===== src/hw/rtl/tte_pkg.sv =====
// Package: item class codes, opcode constants and the Thumb-to-ARM expansion function.
package tte_pkg;

    typedef enum logic [3:0] {
        CLS_ALU    = 4'd0,
        CLS_MUL    = 4'd1,
        CLS_BX     = 4'd2,
        CLS_SINGLE = 4'd3,
        CLS_HALF   = 4'd4,
        CLS_BLOCK  = 4'd5,
        CLS_BRANCH = 4'd6,
        CLS_SWI    = 4'd7,
        CLS_NONE   = 4'd8
    } cls_t;

    typedef struct packed {
        logic [31:0] word;
        cls_t        cls;
    } expand_t;

    // ARM data-processing opcodes
    localparam logic [3:0] OP_SUB = 4'h2;
    localparam logic [3:0] OP_ADD = 4'h4;
    localparam logic [3:0] OP_CMP = 4'hA;
    localparam logic [3:0] OP_MOV = 4'hD;

    // Thumb ALU-group opcodes with special handling
    localparam logic [3:0] ALU_LSL = 4'h2;
    localparam logic [3:0] ALU_LSR = 4'h3;
    localparam logic [3:0] ALU_ASR = 4'h4;
    localparam logic [3:0] ALU_ROR = 4'h7;
    localparam logic [3:0] ALU_NEG = 4'h9;
    localparam logic [3:0] ALU_MUL = 4'hD;

    localparam logic [3:0] COND_NEVER = 4'hE;
    localparam logic [3:0] COND_SWI   = 4'hF;

    // Immediate-op opcodes: MOV, CMP, ADD, SUB
    function automatic logic [3:0] imm_op(input logic [1:0] sel);
        logic [3:0] r;
        unique case (sel)
            2'd0:    r = OP_MOV;
            2'd1:    r = OP_CMP;
            2'd2:    r = OP_ADD;
            default: r = OP_SUB;
        endcase
        return r;
    endfunction

    // Hi-register opcodes: ADD, CMP, MOV
    function automatic logic [3:0] hi_op(input logic [1:0] sel);
        logic [3:0] r;
        unique case (sel)
            2'd0:    r = OP_ADD;
            2'd1:    r = OP_CMP;
            default: r = OP_MOV;
        endcase
        return r;
    endfunction

    function automatic expand_t expand(input logic [15:0] t);
        expand_t    e;
        logic [4:0] top;
        logic [2:0] rd;
        logic [2:0] rb;
        logic [2:0] ro;
        logic [3:0] aop;
        logic [1:0] hop;
        logic [3:0] hrs;
        logic [3:0] hrd;
        logic [1:0] sh;
        logic [1:0] hsh;
        logic [6:0] off7;
        logic [5:0] off6;
        logic       l;
        logic [3:0] cond;
        top  = t[15:11];
        rd   = t[2:0];
        rb   = t[5:3];
        ro   = t[8:6];
        aop  = t[9:6];
        hop  = t[9:8];
        hrs  = {t[6], t[5:3]};
        hrd  = {t[7], t[2:0]};
        l    = t[11];
        cond = t[11:8];
        off7 = t[12] ? {2'b00, t[10:6]} : {t[10:6], 2'b00};
        off6 = {t[10:6], 1'b0};
        unique case (aop)
            ALU_LSL: sh = 2'd0;
            ALU_LSR: sh = 2'd1;
            ALU_ASR: sh = 2'd2;
            default: sh = 2'd3;
        endcase
        unique case (t[11:10])
            2'd0:    hsh = 2'd1;
            2'd1:    hsh = 2'd2;
            2'd2:    hsh = 2'd1;
            default: hsh = 2'd3;
        endcase
        e.word = 32'h0;
        e.cls  = CLS_NONE;
        unique case (top)
            5'd0, 5'd1, 5'd2:
            begin
                e.cls  = CLS_ALU;
                e.word = 32'hE1B00000 | {16'h0, 1'b0, rd, t[10:6], top[1:0], 2'b00, rb};
            end
            5'd3:
            begin
                e.cls  = CLS_ALU;
                e.word = 32'hE0100000 | {6'h0, t[10], (t[9] ? OP_SUB : OP_ADD),
                                         1'b0, 1'b0, rb, 1'b0, rd, 9'h0, ro};
            end
            5'd4, 5'd5, 5'd6, 5'd7:
            begin
                e.cls  = CLS_ALU;
                e.word = 32'hE2100000 | {7'h0, imm_op(top[1:0]), 1'b0,
                                         1'b0, t[10:8], 1'b0, t[10:8], 4'h0, t[7:0]};
            end
            5'd8:
            begin
                if (!t[10])
                begin
                    e.cls = CLS_ALU;
                    if (aop == ALU_LSL || aop == ALU_LSR || aop == ALU_ASR || aop == ALU_ROR)
                        e.word = 32'hE1B00010 | {16'h0, 1'b0, rd, 1'b0, rb, 1'b0, sh,
                                                 2'b00, rd};
                    else if (aop == ALU_NEG)
                        e.word = 32'hE2700000 | {12'h0, 1'b0, rb, 1'b0, rd, 12'h0};
                    else if (aop == ALU_MUL)
                    begin
                        e.cls  = CLS_MUL;
                        e.word = 32'hE0100090 | {12'h0, 1'b0, rd, 4'h0, 1'b0, rd, 5'h0, rb};
                    end
                    else
                        e.word = 32'hE0100000 | {7'h0, aop, 2'h0, rd, 1'b0, rd, 9'h0, rb};
                end
                else if (hop == 2'd3)
                begin
                    e.cls  = CLS_BX;
                    e.word = 32'hE12FFF10 | {28'h0, hrs};
                end
                else
                begin
                    e.cls  = CLS_ALU;
                    e.word = 32'hE0000000 | {7'h0, hi_op(hop), (hop == 2'd1), hrd, hrd,
                                             8'h0, hrs};
                end
            end
            5'd10, 5'd11:
            begin
                if (!t[9])
                begin
                    e.cls  = CLS_SINGLE;
                    e.word = 32'hE7800000 | {9'h0, t[10], 1'b0, t[11], 1'b0, rb, 1'b0, rd,
                                             9'h0, ro};
                end
                else
                begin
                    e.cls  = CLS_HALF;
                    e.word = 32'hE1800090 | {11'h0, (t[11:10] != 2'd0), 1'b0, rb, 1'b0, rd,
                                             5'h0, hsh, 2'b00, ro};
                end
            end
            5'd12, 5'd13, 5'd14, 5'd15:
            begin
                e.cls  = CLS_SINGLE;
                e.word = 32'hE5800000 | {9'h0, t[12], 1'b0, t[11], 1'b0, rb, 1'b0, rd,
                                         5'h0, off7};
            end
            5'd16, 5'd17:
            begin
                e.cls  = CLS_HALF;
                e.word = 32'hE1C000B0 | {11'h0, t[11], 1'b0, rb, 1'b0, rd, 2'b00,
                                         off6[5:4], 4'h0, off6[3:0]};
            end
            5'd18, 5'd19:
            begin
                e.cls  = CLS_SINGLE;
                e.word = 32'hE58D0000 | {11'h0, t[11], 5'h0, t[10:8], 2'b00, t[7:0], 2'b00};
            end
            5'd22, 5'd23:
            begin
                if (t[11:8] == 4'h0)
                begin
                    e.cls  = CLS_ALU;
                    e.word = 32'hE20DDF00 | {7'h0, (t[7] ? OP_SUB : OP_ADD), 14'h0,
                                             t[6:0]};
                end
                else if (t[10:9] == 2'd2)
                begin
                    e.cls  = CLS_BLOCK;
                    e.word = 32'hE82D0000 | {7'h0, ~l, l, 2'b00, l, 4'h0,
                                             (l & t[8]), (~l & t[8]), 6'h0, t[7:0]};
                end
            end
            5'd24, 5'd25:
            begin
                e.cls  = CLS_BLOCK;
                e.word = 32'hE8A00000 | {11'h0, t[11], 1'b0, t[10:8], 8'h0, t[7:0]};
            end
            5'd26, 5'd27:
            begin
                if (cond == COND_SWI)
                begin
                    e.cls  = CLS_SWI;
                    e.word = 32'hEF000000 | {24'h0, t[7:0]};
                end
                else if (cond != COND_NEVER)
                begin
                    e.cls  = CLS_BRANCH;
                    e.word = {cond, 4'hA, {16{t[7]}}, t[7:0]};
                end
            end
            5'd28:
            begin
                e.cls  = CLS_BRANCH;
                e.word = {8'hEA, {13{t[10]}}, t[10:0]};
            end
            default:
            begin
                e.cls  = CLS_NONE;
                e.word = 32'h0;
            end
        endcase
        return e;
    endfunction

endpackage


===== src/hw/rtl/thumb_to_arm_expander.sv =====
// Thumb-to-ARM expander top level: input register, expansion logic, result register.
// An accepted item (start high, busy low) is captured in the input register and then in the
// result register; done rises as the result register is loaded, and the result is taken while done is high.
// Throughput: one item per cycle; busy is never raised, as nothing downstream stalls.
// done is high for exactly one cycle per item, with arm_instruction and instruction_class.
// Reset (rst_n low, asynchronous) drops both stage valid flags; items in flight are lost.
// Payload registers are not reset.
module thumb_to_arm_expander
    import tte_pkg::*;
(
    input  logic        clk,
    input  logic        rst_n,
    input  logic        start,
    output logic        busy,
    input  logic [15:0] thumb_instruction,
    output logic        done,
    output logic [31:0] arm_instruction,
    output logic [3:0]  instruction_class
);

    // Stage 1: captured Thumb item
    logic        in_vld_reg;
    logic [15:0] in_word_reg;

    // Stage 2: expanded result
    logic        out_vld_reg;
    logic [31:0] out_word_reg;
    cls_t        out_cls_reg;

    expand_t     exp_next;
    logic        accept;

    // The expander never stalls, so an item may be taken every cycle
    assign busy   = 1'b0;
    assign accept = start && !busy;

    always_ff @(posedge clk or negedge rst_n)
    begin
        if (!rst_n)
        begin
            in_vld_reg  <= 1'b0;
            out_vld_reg <= 1'b0;
        end
        else
        begin
            in_vld_reg  <= accept;
            out_vld_reg <= in_vld_reg;
        end
    end

    always_ff @(posedge clk)
    begin
        if (accept)
            in_word_reg <= thumb_instruction;
    end

    // Format decode from the top five bits, then field moves into ARM positions
    always_comb
    begin
        exp_next = expand(in_word_reg);
    end

    always_ff @(posedge clk)
    begin
        if (in_vld_reg)
        begin
            out_word_reg <= exp_next.word;
            out_cls_reg  <= exp_next.cls;
        end
    end

    assign done              = out_vld_reg;
    assign arm_instruction   = out_word_reg;
    assign instruction_class = out_cls_reg;

`ifndef SYNTH
    // Every accepted item yields its strobe once it has passed both stage registers
    a_latency: assert property (@(posedge clk) disable iff (!rst_n)
        accept |=> ##1 done)
        else $error("expander: result strobe missing after accepted item");

    // Unsupported encodings always give a zero word
    a_none_zero: assert property (@(posedge clk) disable iff (!rst_n)
        done && (instruction_class == CLS_NONE) |-> (arm_instruction == 32'h0))
        else $error("expander: unsupported item with non-zero word");

    // Multiplies carry the 1001 marker bits
    a_mul_marker: assert property (@(posedge clk) disable iff (!rst_n)
        done && (instruction_class == CLS_MUL) |-> (arm_instruction[7:4] == 4'b1001))
        else $error("expander: multiply without marker bits");

    // No strobe without an item accepted before it passed both stage registers
    a_no_spurious: assert property (@(posedge clk) disable iff (!rst_n)
        done |-> $past(accept, 2))
        else $error("expander: strobe without an accepted item");
`endif

endmodule


===== config.mk =====
export PLATFORM = sky130hd
export DESIGN_NAME = thumb_to_arm_expander
export DESIGN_NICKNAME = d
export VERILOG_FILES = /design/src/hw/rtl/tte_pkg.sv /design/src/hw/rtl/thumb_to_arm_expander.sv
export SDC_FILE = /design/constraint.sdc
export NUM_CORES = 1
export LEC_CHECK = 0
export ABC_AREA = 1
export CORE_UTILIZATION = 30
export DETAILED_ROUTE_END_ITERATION = 8
export DONT_BUFFER_PORTS = 1
export GPL_TIMING_DRIVEN = 0
export HOLD_SLACK_MARGIN = 0.02
export SETUP_SLACK_MARGIN = 0.3
export SLEW_MARGIN = 20
export SYNTH_ARGS = -nofsm -noshare
export SYNTH_HDL_FRONTEND = slang
export SYNTH_SLANG_ARGS = --single-unit

===== constraint.sdc =====
create_clock -name clk -period 3.7 [get_ports clk]
set_input_delay 0.74 -clock clk [delete_from_list [all_inputs] [get_ports clk]]
set_output_delay 0.74 -clock clk [all_outputs]
set_load 0.02 [all_outputs]

==> run_results.csv <==
group,metric,value,unit
finish,drive_gt1_share,11.2,%
yosys,yosys.area_share.simple,33.7,%
yosys,synthTopCellsByArea,"edfxtp_1 47%, nand2_1 11%, nand3_1 9.0%, nor2_1 5.7%, o21ai_0 4.4%",
timing,setup_viol_count_final,0,
min_path,hold_path.class,"input pin to asynchronous set/reset pin",
timing,layout_setup_ws,1.54,ns
yosys,synth_enable_flop_cells,52,
power,ir_worst_vdd,0.172,mV
die,placementRows,38,
critical_path,crit_fanout,8,
yosys,synth_top_area_cell,"edfxtp_1",
timing,fin_crit,2.16,ns
global_routing,grt_pass1_vias,3066,
critical_path,cp_common_cell,"nand2_1",
power,p_leak,1.48,nW
critical_path,worst-r2r-setup-slack,1.54,ns
die,die_x,107,um
cts,clk_pin_slew_worst_paths,0.10,ns
global_routing,grt_overflow,0,
critical_path,start_kind,"flop",
placement,io_buffer_count,0,
finish,diodes,0,
finish,final_cells,568,
critical_path,r2r-start,"in_word_reg[15]$_DFFE_PP_",
placement,placed_cells,560,
run_status,outcome,"complete, no violations",
critical_path,reg2reg_to,"arm_instruction[1]$_DFFE_PP_",
route,routed-via-count,3172,
timing,rsz0062_at_grt,"false",
timing,worst_slew_pin_slew,0.824,ns
cts,cts-resized-gates,0,
critical_path,crit_path_max_incr_delay,0.37,ns
power,p_int,0.00104,W
yosys,synth_cell_type_count,33,
critical_path,worstSetupPathType,"flop to flop",
route,drc,0,
global_routing,grt_pass1_wl,17.5,mm
power,power.switching,0.000528,W
yosys,muxShareOfSynthArea,0,%
yosys,synthFlopType,"edfxtp_1",
die,core,0.0108,mm^2
yosys,synthArstFlopShare,3.70,%
finish,area_delta_synth_final,8.68,%
finish,largest_reg_flops,32,
yosys,ys_warn_count,0,
critical_path,required,3.77,ns
flow_run,maxCapViolCount,0,
yosys,synth_most_common_cell,"nand2_1",
global_routing,antenna_found_initial,0,
cts,cts_root_buf,"clkbuf_8",
power,power_frac_clock,26.2,%
power,pwr-share-seq,55.9,%
placement,dpl.hpwl,8.37,mm
yosys,synth_area,0.00333,mm^2
route,drt_wl_total,11.5,mm
finish,fin_nets,446,
die,die_height,107,um
power,cellPowerDensity,434,mW/mm^2
yosys,syn_nets,439,
route,avgRoutedWirePerCell,20.2,um
critical_path,reg2reg_depth,9,
finish,fin_area,0.00362,mm^2
cts,numCtsBuffers,5,
cts,clk_latency,0.32,ns
critical_path,crit_path_cell_trace,"buf_2 -> inv_1 -> nor2_1 -> nand2_1 -> nand2_1 -> nor2_2 -> nand3_1 -> nand2_1 -> nand3_1",
timing,fmax,463,MHz
cts,cts_tree,"built",
yosys,synth_top_cell_area_share,46.9,%
die,start_util,30.7,%
cts,htree_levels,2,
route,dr.pass1.iters,5,
yosys,yosysSeqAreaShare,48.4,%
die,die_area,0.0115,mm^2
cts,post_cts.repair.setup_buffers,0,
route,drt-initial-drc-count,318,
timing,max_slew_margin,45.1,%
die,ios,57,
cts,cts.path.max_buffers,2,
route,ant_nets,0,
global_routing,grt.total_usage,20.8,%
yosys,synth_xor_area_share,0,%
placement,placed_area,0.00351,mm^2
cts,cts.sinks,54,
placement,post-place-ws,1.56,ns
critical_path,worstSetupEndpointType,"flop",
power,p_comb_share,17.9,%
global_routing,grt_max_degree,38,
critical_path,arrival,2.23,ns
timing,hold_viol,0,
timing,drv_slew,0,
timing,fin_tns_setup,0,ns
cts,cts_hold_buf,0,
critical_path,slowest_stage,"edfxtp_1",
yosys,synth-adder-area-share,0,%
yosys,syn_inst,420,
power,switching_share,33.7,%
timing,skew,0.00417,ns
route,avgViaCountPerCell,5.58,
yosys,postSynthAreaPerCell,7.93,um^2
placement,routabilityCongestion,0.936,
yosys,ys_ff_latch,54,
yosys,synth-compound-area-share,11.8,%
yosys,synth_common_cells,"97 x nand2_1, 60 x nand3_1, 52 x edfxtp_1, 51 x nor2_1, 29 x o21ai_0",
timing,fin_crit_sh,58.4,%
yosys,synth_top_family_by_area,"simple AND/OR/NAND/NOR gates",
power by group through the flow:
stage,Clock (W),Combinational (W),Sequential (W)
after floorplan,0,0.000190,0.000875
after global placement,0,0.000273,0.000891
after detailed placement,0,0.000271,0.000894
after CTS,0.000422,0.000272,0.000880
after global routing,0.000445,0.000310,0.000887
final,0.000412,0.000281,0.000878
through the flow:
step | util (%) | hold slack [ns] | total power [W]
final | 33.4 | 0.102 | 0.00157
after global routing | 33.4 | 0.0759 | 0.00164
after CTS | 33.4 | 0.0932 | 0.00157
after detailed placement | 32.3 | 0.444 | 0.00117
after global placement | 32.3 | 0.444 | 0.00116
after floorplan | - | 0.444 | 0.00106
kinds of logic after synthesis:
group           Yosys count
compound gates           70
buf+inv                  48
flops                    54
other cells               1
simple gates            247
how the worst max path moves through the flow:
stage,endpoint,startpoint,depth (start not counted)
floorplan,arm_instruction[0]$_DFFE_PP_,in_word_reg[15]$_DFFE_PP_,9
global placement,arm_instruction[2]$_DFFE_PP_,in_word_reg[15]$_DFFE_PP_,9
detailed placement,arm_instruction[2]$_DFFE_PP_,in_word_reg[15]$_DFFE_PP_,9
CTS,arm_instruction[1]$_DFFE_PP_,in_word_reg[15]$_DFFE_PP_,9
global route,arm_instruction[2]$_DFFE_PP_,in_word_reg[15]$_DFFE_PP_,9
finish,arm_instruction[1]$_DFFE_PP_,in_word_reg[15]$_DFFE_PP_,9
cells in the final DEF, fill, tap and decap left out, types with 2 or more instances in the layout:
| cell | instances |
|---|---|
| nor2_2 | 8 |
| o21ai_0 | 29 |
| nor2_1 | 51 |
| o22ai_1 | 4 |
| o21ai_1 | 4 |
| nor2_4 | 3 |
| clkinv_1 | 2 |
| inv_1 | 26 |
| o211ai_1 | 5 |
| nand2_2 | 3 |
| a21oi_1 | 21 |
| nand3_1 | 60 |
| nand2_1 | 97 |
| nand4_1 | 10 |
| buf_4 | 3 |
| nand3_2 | 4 |
| edfxtp_1 | 52 |
| nor3_1 | 9 |
| clkbuf_8 | 5 |
| buf_2 | 7 |
| inv_2 | 8 |
worst max-delay path: cells and delay by family, from the launching register on:
| kind | cells | cell delay (ns) |
|---|---|---|
| simple gates | 7 | 1.21 |
| flops | 1 | 0.37 |
| buf+inv | 2 | 0.34 |
layout make-up:
type,instances,area (um^2)
Fill cell,1176,7220
Sequential cell,54,1610
Multi-Input combinational cell,318,1520
Tap cell,140,175
Inverter,36,135
Clock buffer,5,68.8
Buffer,12,65.1
Clock inverter,3,43.8
metal layers:
metal,track usage [%],part of all wire (%),wire length [um]
met1,28.1,45,5160
met2,30.7,44,4990
met3,4.66,8.0,915
met4,10.8,3.6,409
met5,0,0,0
(Power assumes the default switching activity.)
